--- src/sv/ssst_pkg.sv ---
// Shared types for the sorted set span tracker.
// Holds the engine state encoding and the result record that the engine hands to the top level.
// Has no dependencies.
package ssst_pkg;

    localparam int VALUE_W = 32;
    localparam int COUNT_W = 7;
    localparam int CAP_W   = 7;
    localparam int OUT_W   = 80;   // 73 result bits rounded up to whole bytes

    typedef enum logic [2:0] {
        ST_IDLE,
        ST_SCAN,
        ST_DRAIN,
        ST_WRITE,
        ST_DONE
    } eng_state_t;

    typedef struct packed {
        logic                 spans_valid;
        logic [VALUE_W-1:0]   longest_span;
        logic [VALUE_W-1:0]   shortest_span;
        logic [COUNT_W-1:0]   entry_count;
        logic                 status;
    } result_t;

endpackage

--- src/sv/ssst_store.sv ---
// Value store of the sorted set span tracker: one write port, one read port.
// Read data is registered, so it appears in the cycle after the address.
// Depends on nothing but its parameters.
module ssst_store #(
    parameter int DEPTH  = 64,
    parameter int DATA_W = 32
) (
    input  logic                     clk,
    input  logic                     wr_en,
    input  logic [$clog2(DEPTH)-1:0] wr_addr,
    input  logic [DATA_W-1:0]        wr_data,
    input  logic                     rd_en,
    input  logic [$clog2(DEPTH)-1:0] rd_addr,
    output logic [DATA_W-1:0]        rd_data
);

    logic [DATA_W-1:0] mem [DEPTH];
    logic [DATA_W-1:0] rd_data_reg;

    always_ff @(posedge clk)
    begin
        if (wr_en)
        begin
            mem[wr_addr] <= wr_data;
        end
    end

    always_ff @(posedge clk)
    begin
        if (rd_en)
        begin
            rd_data_reg <= mem[rd_addr];
        end
    end

    assign rd_data = rd_data_reg;

endmodule

--- src/sv/ssst_engine.sv ---
// Insert engine of the sorted set span tracker: scans the store for the neighbours
// of a new value, updates the least gap and the extremes, and appends the value, or refuses it when full.
// Depends on ssst_pkg and ssst_store.
module ssst_engine
    import ssst_pkg::*;
#(
    parameter int MAX_ENTRIES = 64
) (
    input  logic               clk,
    input  logic               rst_n,
    input  logic               start,
    input  logic [VALUE_W-1:0] value,
    input  logic [CAP_W-1:0]   capacity,
    output logic               idle,
    output logic               res_valid,
    input  logic               res_ready,
    output result_t            res
);

    localparam int AW = $clog2(MAX_ENTRIES);
    localparam int CW = $clog2(MAX_ENTRIES + 1);

    eng_state_t         state_reg, state_next;
    logic [VALUE_W-1:0] value_reg, value_next;
    logic [CW-1:0]      count_reg, count_next;
    logic [VALUE_W-1:0] min_gap_reg, min_gap_next;
    logic [VALUE_W-1:0] min_val_reg, min_val_next;
    logic [VALUE_W-1:0] max_val_reg, max_val_next;
    logic [AW-1:0]      scan_idx_reg, scan_idx_next;
    logic               rd_pend_reg, rd_pend_next;
    logic [VALUE_W-1:0] pred_reg, pred_next;
    logic               pred_found_reg, pred_found_next;
    logic [VALUE_W-1:0] succ_reg, succ_next;
    logic               succ_found_reg, succ_found_next;
    logic               status_reg, status_next;

    logic               full;
    logic               rd_en;
    logic               wr_en;
    logic [VALUE_W-1:0] rd_data;
    logic [VALUE_W-1:0] gap_lo;
    logic [VALUE_W-1:0] gap_hi;
    logic [VALUE_W-1:0] gap_step;

    // Full when the count reaches the programmed capacity or the store depth.
    assign full = (32'(count_reg) >= 32'(capacity)) || (32'(count_reg) >= 32'(MAX_ENTRIES));

    ssst_store #(
        .DEPTH  (MAX_ENTRIES),
        .DATA_W (VALUE_W)
    ) u_store (
        .clk     (clk),
        .wr_en   (wr_en),
        .wr_addr (count_reg[AW-1:0]),
        .wr_data (value_reg),
        .rd_en   (rd_en),
        .rd_addr (scan_idx_reg),
        .rd_data (rd_data)
    );

    assign gap_lo = value_reg - pred_reg;
    assign gap_hi = succ_reg - value_reg;

    always_comb
    begin
        gap_step = min_gap_reg;
        if (pred_found_reg && (gap_lo < gap_step))
        begin
            gap_step = gap_lo;
        end
        if (succ_found_reg && (gap_hi < gap_step))
        begin
            gap_step = gap_hi;
        end
    end

    always_ff @(posedge clk or negedge rst_n)
    begin
        if (!rst_n)
        begin
            state_reg      <= ST_IDLE;
            count_reg      <= '0;
            min_gap_reg    <= '1;
            rd_pend_reg    <= 1'b0;
        end
        else
        begin
            state_reg      <= state_next;
            count_reg      <= count_next;
            min_gap_reg    <= min_gap_next;
            rd_pend_reg    <= rd_pend_next;
        end
    end

    always_ff @(posedge clk)
    begin
        value_reg      <= value_next;
        min_val_reg    <= min_val_next;
        max_val_reg    <= max_val_next;
        scan_idx_reg   <= scan_idx_next;
        pred_reg       <= pred_next;
        pred_found_reg <= pred_found_next;
        succ_reg       <= succ_next;
        succ_found_reg <= succ_found_next;
        status_reg     <= status_next;
    end

    always_comb
    begin
        state_next      = state_reg;
        value_next      = value_reg;
        count_next      = count_reg;
        min_gap_next    = min_gap_reg;
        min_val_next    = min_val_reg;
        max_val_next    = max_val_reg;
        scan_idx_next   = scan_idx_reg;
        pred_next       = pred_reg;
        pred_found_next = pred_found_reg;
        succ_next       = succ_reg;
        succ_found_next = succ_found_reg;
        status_next     = status_reg;
        rd_en           = 1'b0;
        wr_en           = 1'b0;
        idle            = 1'b0;
        res_valid       = 1'b0;
        rd_pend_next    = (state_reg == ST_SCAN);

        // Fold each returning entry into the predecessor and successor candidates.
        if (rd_pend_reg)
        begin
            if (rd_data <= value_reg)
            begin
                if (!pred_found_reg || (rd_data > pred_reg))
                begin
                    pred_next       = rd_data;
                    pred_found_next = 1'b1;
                end
            end
            else if (!succ_found_reg || (rd_data < succ_reg))
            begin
                succ_next       = rd_data;
                succ_found_next = 1'b1;
            end
        end

        unique case (state_reg)
            ST_IDLE:
            begin
                idle = 1'b1;
                if (start)
                begin
                    value_next      = value;
                    scan_idx_next   = '0;
                    pred_found_next = 1'b0;
                    succ_found_next = 1'b0;
                    status_next     = full;
                    if (full)
                    begin
                        state_next = ST_DONE;
                    end
                    else if (count_reg == '0)
                    begin
                        state_next = ST_WRITE;
                    end
                    else
                    begin
                        state_next = ST_SCAN;
                    end
                end
            end
            ST_SCAN:
            begin
                rd_en = 1'b1;
                if (scan_idx_reg == AW'(count_reg - CW'(1)))
                begin
                    state_next = ST_DRAIN;
                end
                else
                begin
                    scan_idx_next = scan_idx_reg + AW'(1);
                end
            end
            ST_DRAIN:
            begin
                state_next = ST_WRITE;
            end
            ST_WRITE:
            begin
                wr_en        = 1'b1;
                count_next   = count_reg + CW'(1);
                min_gap_next = gap_step;
                if ((count_reg == '0) || (value_reg < min_val_reg))
                begin
                    min_val_next = value_reg;
                end
                if ((count_reg == '0) || (value_reg > max_val_reg))
                begin
                    max_val_next = value_reg;
                end
                state_next = ST_DONE;
            end
            ST_DONE:
            begin
                res_valid = 1'b1;
                if (res_ready)
                begin
                    state_next = ST_IDLE;
                end
            end
            default:
            begin
                state_next = ST_IDLE;
            end
        endcase
    end

    always_comb
    begin
        res.status      = status_reg;
        res.entry_count = COUNT_W'(count_reg);
        res.spans_valid = (count_reg > CW'(1));
        if (count_reg > CW'(1))
        begin
            res.shortest_span = min_gap_reg;
            res.longest_span  = max_val_reg - min_val_reg;
        end
        else
        begin
            res.shortest_span = '0;
            res.longest_span  = '0;
        end
    end

endmodule

--- src/sv/sorted_set_span_tracker_unit.sv ---
// Sorted set span tracker: takes one 32-bit unsigned value per input transfer, adds it to
// the held set unless the set has reached its capacity, and returns one result transfer with
// the insert status, the count held, the least difference between sorted neighbours and
// the difference between the largest and smallest values held. Values live in a single-port-
// read store; an insert reads every held entry once to find the new value's neighbours.
// An accepted value passes through the reads of the held entries, a wait for the last
// read to return, a write-back that updates the gap and extremes, the engine presenting
// the result and the output register; a rejected value goes straight to presenting the
// result, and the first value skips the reads. One item is in the engine at a time; the
// result sits in an output register, and the engine is free for the next value as soon as
// the result has moved there. The store needs no clearing after reset: only entries below
// the count are ever read.
// Depends on ssst_pkg and ssst_engine.
module sorted_set_span_tracker_unit
    import ssst_pkg::*;
#(
    parameter int MAX_ENTRIES = 64
) (
    input  logic               clk,
    input  logic               rst_n,
    // Capacity register write port
    input  logic               cfg_wr_en,
    input  logic [CAP_W-1:0]   cfg_wr_data,    // capacity
    // Input stream
    input  logic               s_tvalid,
    output logic               s_tready,
    input  logic [VALUE_W-1:0] s_tdata,        // [31:0] value
    // Result stream
    output logic               m_tvalid,
    input  logic               m_tready,
    output logic [OUT_W-1:0]   m_tdata         // [0] status, [7:1] entry_count,
                                               // [39:8] shortest_span,
                                               // [71:40] longest_span,
                                               // [72] spans_valid, [79:73] zero
);

    logic [CAP_W-1:0] capacity_reg;
    logic             m_tvalid_reg, m_tvalid_next;
    logic [OUT_W-1:0] m_tdata_reg;

    logic             eng_idle;
    logic             eng_res_valid;
    logic             eng_res_ready;
    result_t          eng_res;

    // Capacity register: written whenever the write enable is high.
    always_ff @(posedge clk or negedge rst_n)
    begin
        if (!rst_n)
        begin
            capacity_reg <= CAP_W'(64);
        end
        else if (cfg_wr_en)
        begin
            capacity_reg <= cfg_wr_data;
        end
    end

    // Accept a new value only while the engine has nothing in hand.
    assign s_tready = eng_idle;

    ssst_engine #(
        .MAX_ENTRIES (MAX_ENTRIES)
    ) u_engine (
        .clk       (clk),
        .rst_n     (rst_n),
        .start     (s_tvalid && s_tready),
        .value     (s_tdata),
        .capacity  (capacity_reg),
        .idle      (eng_idle),
        .res_valid (eng_res_valid),
        .res_ready (eng_res_ready),
        .res       (eng_res)
    );

    // Output register: take a new result when empty or when the current one leaves.
    assign eng_res_ready = !m_tvalid_reg || m_tready;

    always_comb
    begin
        m_tvalid_next = m_tvalid_reg;
        if (eng_res_valid && eng_res_ready)
        begin
            m_tvalid_next = 1'b1;
        end
        else if (m_tready)
        begin
            m_tvalid_next = 1'b0;
        end
    end

    always_ff @(posedge clk or negedge rst_n)
    begin
        if (!rst_n)
        begin
            m_tvalid_reg <= 1'b0;
        end
        else
        begin
            m_tvalid_reg <= m_tvalid_next;
        end
    end

    // Hold the payload while a result waits; load a fresh one on each engine transfer.
    always_ff @(posedge clk)
    begin
        if (eng_res_valid && eng_res_ready)
        begin
            m_tdata_reg <= OUT_W'(eng_res);
        end
    end

    assign m_tvalid = m_tvalid_reg;
    assign m_tdata  = m_tdata_reg;

endmodule

--- config.mk ---
export PLATFORM = sky130hd
export DESIGN_NAME = sorted_set_span_tracker_unit
export DESIGN_NICKNAME = d
export VERILOG_FILES = /design/src/sv/ssst_pkg.sv /design/src/sv/ssst_store.sv /design/src/sv/ssst_engine.sv /design/src/sv/sorted_set_span_tracker_unit.sv
export SDC_FILE = /design/constraint.sdc
export NUM_CORES = 2
export LEC_CHECK = 0
export CAP_MARGIN = 20
export CORE_UTILIZATION = 50
export DETAILED_ROUTE_END_ITERATION = 10
export DONT_BUFFER_PORTS = 1
export PLACE_DENSITY = 0.7
export SLEW_MARGIN = 20
export SYNTH_ARGS = -nofsm -noshare
export SYNTH_HDL_FRONTEND = slang
export SYNTH_SLANG_ARGS = --single-unit
--- constraint.sdc ---
create_clock -name clk -period 6.6 [get_ports clk]
set_input_delay 0.33 -clock clk [delete_from_list [all_inputs] [get_ports clk]]
set_output_delay 0.33 -clock clk [all_outputs]
set_load 0.005 [all_outputs]
==> run summary <==
The leakage power summed over all cells came out at 0.0380 uW. For the worst voltage drop across the vdd grid, the log shows 0.000406 V. For the number of sinks driven by the clock tree, the log shows 2,373. For this run, design rule violations remaining after detail routing come to 0. The worst setup skew after layout is 58.0 ps. The reg-to-reg startpoint is u_engine.value_reg[4]. Setup violations remaining at the end of the flow were counted as 0. The region available for standard cell placement spans 0.198 mm^2. The clock-pin slew on the worst setup and hold paths is 60 ps, and the count of buffers inserted at the top-level ports is 0. The starting DRC count in detailed routing is 7,441, and the total power per unit cell area is 457 mW/mm^2. The flow ran to the end, and the final reports show no timing, DRC or antenna violations.

Setup repair after global routing could not meet its margin everywhere. Cell internal power was estimated by the tool at 34,300 uW. For this block, wires on met1 add up to 103,000 um.

Routability-driven placement finished with a final weighted congestion of 0.926. Critical path's largest stage delay: 420 ps. The tools report the number of global-route vias before repair as 52,156.

Detailed placement HPWL: 169,000 um. 126 I/O pins were placed. The tools report the detailed-routed wire length on met2 as 127,000 um. The register with the most flip-flops in the layout has 2,048 of them. Yosys mapped a number of flops with a built-in enable equal to 2,320.

In the synthesized netlist the async set-or-reset flop fraction comes to 2.15%. The number of H-tree branching levels came out at 4. Prevailing post-synth register cell: sky130_fd_sc_hd__edfxtp_1. The slack of the critical path is 101 ps. Cell type with the largest total area after synthesis: sky130_fd_sc_hd__edfxtp_1.

The tool flagged a number of max-cap violations equal to 0. TritonCTS built the clock tree. The clock root buffer master is sky130_fd_sc_hd__clkbuf_16. In this run, synthesis produced a sequential element count of 2,373.

The logs give 38.4% for the fraction of power consumed by combinational cells and 5,131 for the instance count of the mapped netlist. The standard cell with the maximum stage delay on the critical path is sky130_fd_sc_hd__edfxtp_1. Across all layers, the routed design uses 52,898 vias. The path category of the worst min-delay check is in -> reg. For this run, the post-layout net count is 5,875.

The number of antenna violations at the first check in global routing was 44. The die is 449 um tall. The first global-routing pass estimated 387,000 um of wire. The run gives 125 as the pin count of the biggest net entering global routing. The adder-cell area share of the yosys netlist works out to 4.12%. In this run the worst path has a maximum fanout of 11. Once the floorplan was initialized, standard cells occupied 50.5% of the core.

For the number of filler instances in the final layout, the log shows 14,314. The critical path is of the reg -> reg type. At the later pin of the worst-skew pair, clock insertion delay measures 900 ps. The tightest hold path in the finished design has a slack of 71.0 ps.

The first detailed-routing pass ran for 6 iterations. In the post-synthesis netlist, the cell with the most instances is sky130_fd_sc_hd__edfxtp_1. The die covers 0.202 mm^2. The die is 449 um wide. The synthesized netlist devotes 3.60% of its cell area to compound gates. The source of the worst hold timing path was m_tready.

The peak clock frequency supported by timing is 154 MHz, and the distinct cell type count of the synthesized netlist is 91. Sorting the synthesized cells by how often they occur yields sky130_fd_sc_hd__edfxtp_1, sky130_fd_sc_hd__mux4_2, sky130_fd_sc_hd__ha_1. During synthesis, Yosys emitted a total of 0 warnings.

The synthesis-to-layout area growth is 14.1%. The nature of the critical path startpoint is a register. The mean cell area of the mapped netlist is 19.5 um^2, and the shortest period the worst path allows is 6500 ps. The tools report the worst relative slew slack as 23.7%. The run gives 36.3% as the share of power burned in registers.

The top cell type by area accounts for 69.8% of the synthesized area. The combinational family with the most area after synthesis was multiplexers. Data arrives at the worst endpoint at 7270 ps. Proportion of layout cells with a drive suffix above 1: 26.8%. Max-slew violation total from the final report: 0. The run gives 7370 ps as the required time of the critical path.

The share of the Yosys chip area taken by registers is 71.1%. Setup TNS: 0 ps. After synthesis, the cell types taking the most area are sky130_fd_sc_hd__edfxtp_1, sky130_fd_sc_hd__mux4_2, sky130_fd_sc_hd__ha_1, sky130_fd_sc_hd__inv_1, sky130_fd_sc_hd__nor2_1.

Summing the areas of all xor and xnor instances in the mapped netlist gives 0.911% of the synthesized area. Dividing the detail-routed wire length by the instance count gives 33.0 um. In this run the power spent charging and discharging nets is 17,900 uW.

For this run, the share of the core covered by cells in the final layout is 57.6%. The met3 wirelength from detailed routing was 32,400 um. Summed over all layers, the routed wires come to 276,000 um. Tracing the worst setup path back leads to its startpoint at u_engine.value_reg[4]. The worst-case setup slack after placement is -204 ps, and the number of nets with antenna violations after routing is 0.

The slew of the pin with the lowest slew margin works out to 1140 ps. The cell repeated most along the worst path is sky130_fd_sc_hd__buf_4. Dividing the final minimum period by the clock period gives 98.5%. The logs give 230 for the number of CTS-inserted buffers and 25.3% for the clock network fraction of design power. Measured against the total synthesized area, the mux share comes to 15.3%. In this run switching power makes up 34.3% of total power. The count of final hold-check violations is 0. The tools report the critical path endpoint category as a register. Signal routing reaches up to met5. The ratio of routed vias to standard cells was 6.33; the number of buffers on the longest clock path was 3. Area share of and/or/nand/nor cells after synthesis: 3.11%. The logs give 27.2% for the combined global-route utilization of all metal layers and 163 for the placement row count. The tools report the total congestion overflow as 0.

For the synthesized cell area, the log shows 0.0999 mm^2.
[worst max-delay path, delay by kind of cell, from the launching register on]
kind	cells	cell delay [ps]
buffers and inverters	7	1110
multiplexers	1	190
flip-flops	1	420
AO/OA/AOI/OAI	11	2130
XOR/XNOR	1	130
adder cells (fa/ha/maj)	3	860
AND/OR/NAND/NOR	10	1530
[power by group through the flow]
stage / sequential [uW] / combinational [uW] / clock, uW
2_1_floorplan: 19300 / 11800 / 0
3_3_place_gp: 19200 / 18800 / 0
3_5_place_dp: 19200 / 18900 / 0
4_1_cts: 18900 / 19100 / 13300
5_1_grt: 19000 / 21100 / 13800
6_report: 18900 / 20000 / 13200
[placed cells by master (no fill, tap or decap), drive strengths merged, types with 110 or more instances in the layout]
master	count
mux4	672
clkbuf	291
ha	324
a21oi	152
nand2	112
inv	256
buf	299
o21ai	110
nor2	242
edfxtp	2320
[logic make-up (layout without fill, tap and decap cells)]
group | Yosys count | count (layout)
XOR/XNOR | 100 | 100
adder cells (fa/ha/maj) | 327 | 327
AO/OA/AOI/OAI | 546 | 546
AND/OR/NAND/NOR | 641 | 641
buffers and inverters | 457 | 1020
flip-flops | 2373 | 2373
multiplexers | 686 | 686
other | 1 | 26
[final cells by class]
type	count	area [um^2]	share of cell area (%)
repair buffers	348	3220	2.82
inverters	244	916	0.804
clock inverters	144	1560	1.37
clock buffers	284	5980	5.25
diodes	19	47.5	0.0417
well taps	2640	3300	2.90
multi-input cells	2307	27900	24.5
flip-flops and latches	2373	71000	62.3
[through the flow]
stage / power, uW / cell area, um^2 / std cells
after detailed placement: 38200 / 105000 / 7839
final: 52100 / 114000 / 8359
after global placement: 38000 / 105000 / 7839
after global routing: 54000 / 114000 / 8344
after CTS: 51400 / 113000 / 8316
after floorplan: 31000 / 99900 / 5137
[routing by layer]
| metal | GRT usage, % | vias up |
|---|---|---|
| met3 | 7.45 | 536 |
| met5 | 0 | - |
| met4 | 11.8 | 30 |
| met1 | 36.7 | 27527 |
| met2 | 41.9 | 3077 |
| li1 | - | 21728 |
[final timing paths]
| path | slack, ps | cells after the start | endpoint |
|---|---|---|---|
| worst max-delay path | 100 | 33 | u_engine.min_gap_reg[19] |
| worst min-delay path | 70 | 2 | m_tvalid |
| worst max register to register | 100 | 33 | u_engine.min_gap_reg[19] |
| worst min register to register | 440 | 0 | m_tdata[0] |
| max in group asynchronous | 6160 | 2 | u_engine.min_gap_reg[9] |
| min in group asynchronous | 80 | 2 | u_engine.state_reg[0] |
[what timing repair did]
action / CTS / global route
gates cloned: 0 / 7
setup buffers: 6 / 16
gates resized for setup: 10 / 64
hold buffers: 43 / 0
setup endpoints to repair: 32 / 32
hold endpoints to repair: 100 / 0
pin swaps: 4 / 34
(Power assumes the default switching activity.)
